## src/rtl/lkv_pkg.sv

```systemverilog
// Shared constants for the LRU key/value cache: field widths, item kinds,
// reset and miss values. No dependencies.
`timescale 1ns / 1ps

package lkv_pkg;

    localparam int KEY_W           = 32;
    localparam int VALUE_W         = 32;
    localparam int CAP_W           = 5;
    localparam int ENTRIES_DEFAULT = 16;

    localparam logic             KIND_GET       = 1'b0;
    localparam logic             KIND_PUT       = 1'b1;
    localparam logic [CAP_W-1:0] CAPACITY_RESET = 5'd16;
    localparam logic [VALUE_W-1:0] MISS_VALUE   = {VALUE_W{1'b1}};

endpackage

```

## src/rtl/lru_key_value_cache.sv

```systemverilog
// Top level of the fully associative LRU key/value cache: input register,
// store with recency ranks, and result register. Depends on lkv_pkg, lkv_lookup.
`timescale 1ns / 1ps

// Latency: a get's result is registered twice, in the input register and then
// in the result register. Puts produce no result.
// Throughput: one item per cycle while the result side does not stall gets; the
// key match and rank update over all entries are combinational.
// Reset (synchronous, aresetn low): the store empties (all entries invalid,
// count zero, ranks zero) at once, capacity returns to 16; keys and values
// are not cleared and are only read from valid entries.
module lru_key_value_cache #(
    parameter int ENTRIES = lkv_pkg::ENTRIES_DEFAULT
) (
    input  logic                               aclk,
    input  logic                               aresetn,
    // Configuration: capacity_in_use.
    input  logic                               cfg_valid,
    output logic                               cfg_ready,
    input  logic [lkv_pkg::CAP_W-1:0]          cfg_data,
    // Input items.
    input  logic                               s_valid,
    output logic                               s_ready,
    input  logic                               s_kind,
    input  logic signed [lkv_pkg::KEY_W-1:0]   s_lookup_key,
    input  logic signed [lkv_pkg::VALUE_W-1:0] s_put_value,
    // Result items, one per get.
    output logic                               m_valid,
    input  logic                               m_ready,
    output logic                               m_found,
    output logic signed [lkv_pkg::VALUE_W-1:0] m_read_value
);

    localparam int IW = $clog2(ENTRIES);
    localparam int CW = $clog2(ENTRIES + 1);

    // Configuration register.
    logic [lkv_pkg::CAP_W-1:0] capacity_reg;

    // Input register.
    logic                        in_valid_reg;
    logic                        in_kind_reg;
    logic [lkv_pkg::KEY_W-1:0]   in_key_reg;
    logic [lkv_pkg::VALUE_W-1:0] in_value_reg;

    // Store. Keys and values are plain registers without reset; the valid
    // bits and ranks are control state.
    logic [lkv_pkg::KEY_W-1:0]   key_reg   [ENTRIES];
    logic [lkv_pkg::VALUE_W-1:0] value_reg [ENTRIES];
    logic [ENTRIES-1:0]          valid_reg, valid_next;
    logic [IW-1:0]               rank_reg  [ENTRIES];
    logic [IW-1:0]               rank_next [ENTRIES];
    logic [CW-1:0]               count_reg, count_next;

    // Result register.
    logic                        m_valid_reg;
    logic                        m_found_reg;
    logic [lkv_pkg::VALUE_W-1:0] m_value_reg;

    // Lookup results.
    logic          hit;
    logic [IW-1:0] hit_idx;
    logic [IW-1:0] free_idx;
    logic [IW-1:0] lru_idx;

    // Update controls.
    logic          advance;
    logic          write_key;
    logic          write_value;
    logic [IW-1:0] slot;
    logic [IW-1:0] touch_rank;
    logic [7:0]    eff_capacity;

    assign cfg_ready    = 1'b1;
    assign m_valid      = m_valid_reg;
    assign m_found      = m_found_reg;
    assign m_read_value = m_value_reg;

    // The held item moves on when it is a put, or when the result register
    // is free or its result is being transferred in this cycle.
    assign advance = in_valid_reg &&
                     (in_kind_reg == lkv_pkg::KIND_PUT || !m_valid_reg || m_ready);
    assign s_ready = !in_valid_reg || advance;

    // A capacity of zero acts as one; a capacity above the depth saturates.
    always_comb begin
        eff_capacity = 8'(capacity_reg);
        if (capacity_reg == '0) begin
            eff_capacity = 8'd1;
        end else if (8'(capacity_reg) > 8'(ENTRIES)) begin
            eff_capacity = 8'(ENTRIES);
        end
    end

    lkv_lookup #(
        .ENTRIES (ENTRIES),
        .IW      (IW),
        .CW      (CW)
    ) u_lookup (
        .keys     (key_reg),
        .valid    (valid_reg),
        .ranks    (rank_reg),
        .count    (count_reg),
        .key      (in_key_reg),
        .hit      (hit),
        .hit_idx  (hit_idx),
        .free_idx (free_idx),
        .lru_idx  (lru_idx)
    );

    // Choose the slot the item touches and the rank it held. Entries that
    // were newer than that rank age by one, and the slot becomes rank zero.
    // A new entry in a free slot enters at rank count, below every other
    // valid entry, so all of them age; an eviction reuses the oldest rank.
    always_comb begin
        valid_next  = valid_reg;
        rank_next   = rank_reg;
        count_next  = count_reg;
        write_key   = 1'b0;
        write_value = 1'b0;
        slot        = hit_idx;
        touch_rank  = rank_reg[hit_idx];
        if (advance && (hit || in_kind_reg == lkv_pkg::KIND_PUT)) begin
            if (in_kind_reg == lkv_pkg::KIND_PUT) begin
                write_value = 1'b1;
                if (!hit) begin
                    write_key = 1'b1;
                    if (8'(count_reg) < eff_capacity) begin
                        slot             = free_idx;
                        touch_rank       = IW'(count_reg);
                        valid_next[free_idx] = 1'b1;
                        count_next       = count_reg + CW'(1);
                    end else begin
                        slot       = lru_idx;
                        touch_rank = IW'(count_reg - CW'(1));
                    end
                end
            end
            for (int i = 0; i < ENTRIES; i++) begin
                if (valid_next[i] && IW'(i) != slot && rank_reg[i] < touch_rank) begin
                    rank_next[i] = rank_reg[i] + IW'(1);
                end
            end
            rank_next[slot] = '0;
        end
    end

    always_ff @(posedge aclk) begin
        if (!aresetn) begin
            capacity_reg <= lkv_pkg::CAPACITY_RESET;
            in_valid_reg <= 1'b0;
            valid_reg    <= '0;
            count_reg    <= '0;
            m_valid_reg  <= 1'b0;
            for (int i = 0; i < ENTRIES; i++) begin
                rank_reg[i] <= '0;
            end
        end else begin
            if (cfg_valid && cfg_ready) begin
                capacity_reg <= cfg_data;
            end
            if (s_valid && s_ready) begin
                in_valid_reg <= 1'b1;
            end else if (advance) begin
                in_valid_reg <= 1'b0;
            end
            valid_reg <= valid_next;
            count_reg <= count_next;
            rank_reg  <= rank_next;
            if (advance && in_kind_reg == lkv_pkg::KIND_GET) begin
                m_valid_reg <= 1'b1;
            end else if (m_ready) begin
                m_valid_reg <= 1'b0;
            end
        end
    end

    // Payload registers: input item, stored keys and values, result fields.
    always_ff @(posedge aclk) begin
        if (s_valid && s_ready) begin
            in_kind_reg  <= s_kind;
            in_key_reg   <= s_lookup_key;
            in_value_reg <= s_put_value;
        end
        if (write_key) begin
            key_reg[slot] <= in_key_reg;
        end
        if (write_value) begin
            value_reg[slot] <= in_value_reg;
        end
        if (advance && in_kind_reg == lkv_pkg::KIND_GET) begin
            m_found_reg <= hit;
            m_value_reg <= hit ? value_reg[hit_idx] : lkv_pkg::MISS_VALUE;
        end
    end

endmodule

```

## src/rtl/lkv_lookup.sv

```systemverilog
// Parallel key match, free slot search and LRU slot selection over the store.
// Depends on lkv_pkg for the key width.
`timescale 1ns / 1ps

module lkv_lookup #(
    parameter int ENTRIES = lkv_pkg::ENTRIES_DEFAULT,
    parameter int IW      = $clog2(ENTRIES),
    parameter int CW      = $clog2(ENTRIES + 1)
) (
    input  logic [lkv_pkg::KEY_W-1:0] keys [ENTRIES],
    input  logic [ENTRIES-1:0]        valid,
    input  logic [IW-1:0]             ranks [ENTRIES],
    input  logic [CW-1:0]             count,
    input  logic [lkv_pkg::KEY_W-1:0] key,
    output logic                      hit,
    output logic [IW-1:0]             hit_idx,
    output logic [IW-1:0]             free_idx,
    output logic [IW-1:0]             lru_idx
);

    logic [IW-1:0] lru_rank;

    assign lru_rank = IW'(count - CW'(1));

    // Valid keys are unique, so at most one entry matches. The lowest free
    // slot wins; the LRU entry is the valid one holding the oldest rank.
    always_comb begin
        hit      = 1'b0;
        hit_idx  = '0;
        free_idx = '0;
        lru_idx  = '0;
        for (int i = ENTRIES - 1; i >= 0; i--) begin
            if (valid[i] && keys[i] == key) begin
                hit     = 1'b1;
                hit_idx = IW'(i);
            end
            if (!valid[i]) begin
                free_idx = IW'(i);
            end
            if (valid[i] && ranks[i] == lru_rank) begin
                lru_idx = IW'(i);
            end
        end
    end

endmodule

```

## config.mk

```make
export PLATFORM = sky130hd
export DESIGN_NAME = lru_key_value_cache
export DESIGN_NICKNAME = d
export VERILOG_FILES = /design/src/rtl/lkv_pkg.sv /design/src/rtl/lru_key_value_cache.sv /design/src/rtl/lkv_lookup.sv
export SDC_FILE = /design/constraint.sdc
export NUM_CORES = 2
export LEC_CHECK = 0
export ABC_AREA = 1
export BUFFER_PORTS_ARGS = -buffer_cell sky130_fd_sc_hd__buf_4
export CAP_MARGIN = 30
export CORE_MARGIN = 2
export CORE_UTILIZATION = 25
export CTS_CLUSTER_DIAMETER = 120
export DETAILED_ROUTE_END_ITERATION = 10
export SETUP_SLACK_MARGIN = 0.5
export SLEW_MARGIN = 30
export SYNTH_ARGS = -nofsm -noshare
export SYNTH_HDL_FRONTEND = slang
export SYNTH_SLANG_ARGS = --single-unit
```

## constraint.sdc

```tcl
create_clock -name aclk -period 6.2 [get_ports aclk]
set_clock_uncertainty 0.05 [all_clocks]
set_input_delay 0.62 -clock aclk [delete_from_list [all_inputs] [get_ports aclk]]
set_output_delay 0.62 -clock aclk [all_outputs]
set_load 0.05 [all_outputs]
```

# == Word level (Yosys, flattened, before mapping) ==
# Memories as Yosys holds them, arrays and structs flattened. A register that Yosys moved wholly into a read port is not among the register bits.
# Index checks and enable logic that the tools add are counted.
# op_classes
addsub,18
n_lt_le_gt_ge,25
n_eq_ne,47
n_mux,132
bitwise_logic,8
n_reduce_logical,83
# ops
cell,count
bitwise mux 512 bit,1
equality test 32 bit,16
two-way mux 4 bit,92
demux 32 bit (select 4 bit),1
logical AND 1 bit,71
adder 4 x 1 -> 4 bit (second input constant),16
bitwise AND 64 bit,1
equality test 4 bit,16
< comparator 4 bit,16
two-way mux 16 bit,4
inverter 64 bit,1
two-way mux 32 bit,1
inequality test 4 bit (first input constant),8
two-way mux 1 bit,28
binary-select mux 4 bit (select 4 bit),1
demux 4 bit (select 4 bit),1
inequality test 3 x 4 -> 1 bit (first input constant),4
OR 16 bit,1
greater-or-equal comparator 5 bit (second input constant),3
inverter 4 -> 5 bit,3
< comparator 5 x 1 -> 1 bit (second input constant),2
< comparator 5 x 8 -> 1 bit,1
two-way mux 8 bit,1
inequality test 2 x 4 -> 1 bit (first input constant),2
15 further kinds,22
# word_totals
ff_bits,670
mem_bits_rw,512
output_inout_bits,36
n_memories,1
# mem_list
name,words,width,rd,rd_ports_with_merged_regs,wr,line,rtl
value_reg,16,32,1,1,1,lru_key_value_cache.sv:49,logic [lkv_pkg::VALUE_W-1:0] value_reg [ENTRIES];

# == Depth between registers and ports, before layout ==
# depth
depth_word,30
mapped_depth,45
ltp_nobuf,40

# == Hierarchy ==
# From an unflattened synthesis, not the netlist that was laid out.
# hier_totals
hier_cells,4599
area_unflattened_um2,53635.2
# modules_own_cells
module,instances,cells_each,area_each_um2,seq_area_each_um2
lru_key_value_cache,1,3155,45352.2,35534.1
lkv_lookup,1,1444,8282.9,0.0

# == Worst setup path before layout ==
# Ideal clock, no wire load.
# synth_path
kind,flip-flop to flip-flop
start,register count_reg[0] (netlist name)
end,"register key_reg[0] in the netlist's numbering, enable pin"
setup_time_ps,421
arrival_ps,5246
slack_ps,483
path_stages_with_launch,23
n_path_buf,6
cell_sequence,dfxtp_1 buf_2 clkinv_1 buf_2 buf_1 ha_1 clkbuf_1 clkbuf_1 buf_1 o22ai_1 or4_1 nand2_1 nand2_1 nand2_1 nand2_1 nand2_1 a22oi_4 or2_2 nand2_1 inv_1 nor2_1 nand2_1 nor2_1
# synth_lines
item,line,rtl
"end signal, assigned by index",lru_key_value_cache.sv:186,key_reg[slot] <= in_key_reg;
"end, declared",lru_key_value_cache.sv:48,logic [lkv_pkg::KEY_W-1:0] key_reg [ENTRIES];

# == Worst setup path after layout ==
# layout_path
start,register in_key_reg[30] in the netlist's numbering
end,register rank_reg[47] in the netlist's numbering
# layout_via
elab_chain_len,30
# layout_lines
item,line,rtl
"start, declared",lru_key_value_cache.sv:43,logic [lkv_pkg::KEY_W-1:0] in_key_reg;
"start signal, assigned",lru_key_value_cache.sv:182,in_key_reg <= s_lookup_key;
equality test 32 bit,lkv_lookup.sv:33,if (valid[i] && keys[i] == key) begin
logical AND 1 bit,lkv_lookup.sv:33,
two-way mux 4 bit (16 in series),lkv_lookup.sv:33,
inverter 4 -> 5 bit (implied by the code),lru_key_value_cache.sv:122,touch_rank = rank_reg[hit_idx];
binary-select mux 4 bit (select 4 bit),lru_key_value_cache.sv:122,
two-way mux 4 bit (implied by the code) (2 in series),lru_key_value_cache.sv:122,
two-way mux 4 bit,lru_key_value_cache.sv:126,if (!hit) begin
two-way mux 4 bit,lru_key_value_cache.sv:124,if (in_kind_reg == lkv_pkg::KIND_PUT) begin
two-way mux 4 bit,lru_key_value_cache.sv:123,if (advance && (hit || in_kind_reg == lkv_pkg::KIND_PUT)) begin
< comparator 4 bit,lru_key_value_cache.sv:140,if (valid_next[i] && IW'(i) != slot && rank_reg[i] < touch_rank) begin
logical AND 1 bit,lru_key_value_cache.sv:140,
two-way mux 4 bit,lru_key_value_cache.sv:140,
two-way mux 4 bit,lru_key_value_cache.sv:123,
bitwise AND 64 bit (no source line),--,
"end signal, assigned",lru_key_value_cache.sv:169,rank_reg <= rank_next;
"end, declared",lru_key_value_cache.sv:51,logic [IW-1:0] rank_reg [ENTRIES];
# Parallel ways exist; a longest one is shown, timed or not. The select of a mux whose other input is x is not followed.
# A chain may end at the register's enable or synchronous reset.

==> flow_metrics.tcl <==
set metrics [dict create \
    grt_pass1_vias 36856 \
    cts_max_path_buffers 3 \
    cts_tree "done" \
    ios 111 \
    synth_edf_count 1122 \
    initial_core_util_pct 25.11 \
    drtPass1Iterations 5 \
    reg2reg_from "in_key_reg[30]$_DFFE_PP_" \
    p_int_w 0.01340 \
    seqPwrFrac_pct 52.3 \
    hp-start "cfg_valid" \
    portBuffers 109 \
    clk_latency_ns 0.79 \
    wl_per_cell_um 21.20 \
    crit_path_end_kind "register" \
    antenna_found_initial 17 \
    numCtsBuffers 130 \
    ant_nets 0 \
    yosysTopAreaCellShare_pct 61.84 \
    syn_area_um2 54480 \
    nets 5087 \
    path_clk_slew_ns 0.06 \
    critPathLaunchType "register" \
    leakage_nw 22.39 \
    p_per_area_nw_per_um2 267.6 \
    worstHoldPathType "input pin to register" \
    drc_errors 0 \
    vdd_drop_max_v 0.0002197 \
    worstPathRequired_ns 6.83 \
    final_max_slew_viol_count 0 \
    area_growth_pct 18.83 \
    die_w_um 470.8 \
    layout_worst_path_cycle_share_pct 89.33 \
    cpMaxStageDelayCell "edfxtp_1" \
    fp.coreArea_um2 217000 \
    clockRootBuffer "clkbuf_16" \
    drv_cap 0 \
    die_area_um2 221700 \
    drt_iter0_markers 4178 \
    cts_num_sinks 1214 \
    synth_top_cell_by_area "edfxtp_1" \
    post-route-min-period_ns 5.539 \
    cp_cell_sequence "xor2_1 -> nor3_1 -> nand3_1 -> o21ai_0 -> nand3b_1 -> nand3_1 -> a21oi_4 -> clkinv_2 -> o311ai_1 -> a21oi_1 -> a211o_1 -> o31ai_1 -> inv_1 -> buf_4 -> ha_1 -> a21oi_1 -> nand3_2 -> nor2_2 -> nand3_1 -> nand2_1 -> nor2_1" \
    cp_slowest_stage_delay_ns 0.58 \
    holdWs_ns 0.07751 \
    crit_fanout 11 \
    synth.area.top_cells "edfxtp_1 62%, nand2_1 6.2%, dfxtp_1 3.4%" \
    critical_path_arrival_ns 6.16 \
    syn_avg_cell_area_um2 11.69 \
    ys_warn_count 0 \
    dpl.hpwl_um 103000 \
    grt_pass1_wl_um 244700 \
    setup_viol 0 \
    max_freq_mhz 180.6 \
    h-tree-depth 4 \
    rows 171 \
    utilization_pct 29.84 \
    synthesis.instances 4662 \
    yosys.cell_count.top_type "edfxtp_1" \
    route.vias.total 37969 \
    p_clk_share_pct 42.9 \
    ys_seq_area_share_pct 65.22 \
    comb_power_share_pct 4.8 \
    reg2reg_slack_ns 0.66 \
    worstSetupPathType "register to register" \
    drt-total-wl_um 167300 \
    grt_overflow 0 \
    die_y_um 470.8 \
    reg2reg_depth 21 \
    drive_gt1_share_pct 15.01 \
    critPathMostFrequentCell "nand3_1" \
    synth_commonest_cells "1,122 x edfxtp_1, 901 x nand2_1, 356 x inv_1" \
    power.switching_w 0.003924 \
    async_flop_share_pct 0 \
    post_synth_num_cell_types 75 \
    finalWeightedCongestion 0.9194 \
    hold_viol_final 0 \
    slew_headroom_pct 26.03 \
    status "finished, final reports clean" \
    synth_nets 4807 \
    switching_share_pct 22.65 \
    setup_tns_ns 0 \
    grt_usage_pct 14.69 \
    rsz0062_at_grt "no" \
    ys.flop_type "edfxtp_1" \
    min_to "capacity_reg[4]$_SDFFE_PN1P_" \
    ys_ff_latch 1214 \
    min_path_cells 2 \
    grt_max_degree 241 \
    tightest_slew_ns 1.110 \
    reg2reg_to "rank_reg[47]$_SDFFE_PN0P_" \
    avgViaCountPerCell 4.810 \
    fillCellCount 22026 \
]
critical path, delay by kind of cell, from the launching register on:
family | cells | cell delay, ns
DFF | 1 | 0.58
adders and majority gates | 1 | 0.31
and+or+nand+nor | 9 | 1.89
AOI/OAI and AO/OA | 7 | 1.73
xor gates and xnor gates | 1 | 0.22
buffers and inverters | 3 | 0.65
per-layer routing:
metal | vias up | routed length, µm | track usage [%]
met5 | - | 71 | 0
met4 | 12 | 4729 | 4.737
met3 | 299 | 13390 | 2.731
met2 | 1665 | 78970 | 24.00
met1 | 18716 | 70170 | 19.60
li1 | 17277 | - | -
worst max path at each step:
stage	from	end	slack [ns]	cells past startpoint
2_1_floorplan	count_reg[0]$_SDFFE_PN0P_	key_reg[0]$_DFFE_PP_	0.48	22
3_3_place_gp	in_key_reg[15]$_DFFE_PP_	rank_reg[27]$_SDFFE_PN0P_	0.13	35
3_5_place_dp	in_key_reg[15]$_DFFE_PP_	rank_reg[19]$_SDFFE_PN0P_	0.10	35
6_report	in_key_reg[30]$_DFFE_PP_	rank_reg[47]$_SDFFE_PN0P_	0.66	21
5_1_grt	in_key_reg[12]$_DFFE_PP_	rank_reg[47]$_SDFFE_PN0P_	0.50	31
4_1_cts	in_key_reg[19]$_DFFE_PP_	rank_reg[51]$_SDFFE_PN0P_	0.53	26
cell families after synthesis:
group | Yosys count | share of synthesized area (%)
xor+xnor | 203 | 3.291
other cells | 1 | 0.006883
buf+inv | 608 | 4.696
mux | 128 | 2.645
simple gates | 1637 | 13.20
compound gates | 801 | 9.337
flops | 1214 | 65.22
fa+ha+maj | 70 | 1.607
through the flow:
| stage | cells | cell area (µm²) | power [W] | setup slack, ns |
|---|---|---|---|---|
| after global routing | 7892 | 64740 | 0.01782 | 0.5026 |
| after CTS | 7873 | 64490 | 0.01745 | 0.5338 |
| after floorplan | 4662 | 54480 | 0.009620 | 0.4833 |
| final | 7894 | 64750 | 0.01733 | 0.6614 |
| after detailed placement | 7577 | 59800 | 0.01001 | 0.1015 |
| after global placement | 7577 | 59800 | 0.009998 | 0.1281 |
area by class of cell:
cell class | instances | area [µm²] | share of cell area, %
sequential | 1214 | 35530 | 54.88
multi-input combinational | 2841 | 16730 | 25.84
tap | 2854 | 3571 | 5.515
timing repair buffer | 361 | 3385 | 5.227
clock buffer | 158 | 3358 | 5.187
inverter | 394 | 1511 | 2.334
clock inverter | 70 | 650.6 | 1.005
antenna | 2 | 5.005 | 0.007730
power groups by stage:
| stage | clock [W] | sequential [W] | combinational [W] |
|---|---|---|---|
| finish | 0.00744 | 0.00906 | 0.000832 |
| floorplan | 0 | 0.00923 | 0.000393 |
| detailed placement | 0 | 0.00924 | 0.000771 |
| global route | 0.00787 | 0.00906 | 0.000888 |
| global placement | 0 | 0.00923 | 0.000766 |
| CTS | 0.00758 | 0.00906 | 0.000814 |
cells in the final DEF, fill, tap and decap left out, types with 82 or more instances in the layout:
| cell type | instances |
|---|---|
| xnor2_1 | 82 |
| buf_4 | 253 |
| nand2_1 | 901 |
| a211oi_1 | 166 |
| xor2_1 | 119 |
| o21ai_0 | 152 |
| edfxtp_1 | 1122 |
| nand3_1 | 223 |
| a21oi_1 | 233 |
| nor2_1 | 243 |
| mux2_2 | 128 |
| clkbuf_16 | 130 |
| inv_1 | 352 |
| dfxtp_1 | 92 |
timing repair:
item	CTS	global route
hold buffers	64	0
hold endpoints to repair	64	0
setup buffers	4	17
pin swaps	0	6
setup endpoints to repair	82	85
gates cloned	0	1
resized for setup	3	29
No activity file was read; power rests on OpenSTA's default activity.
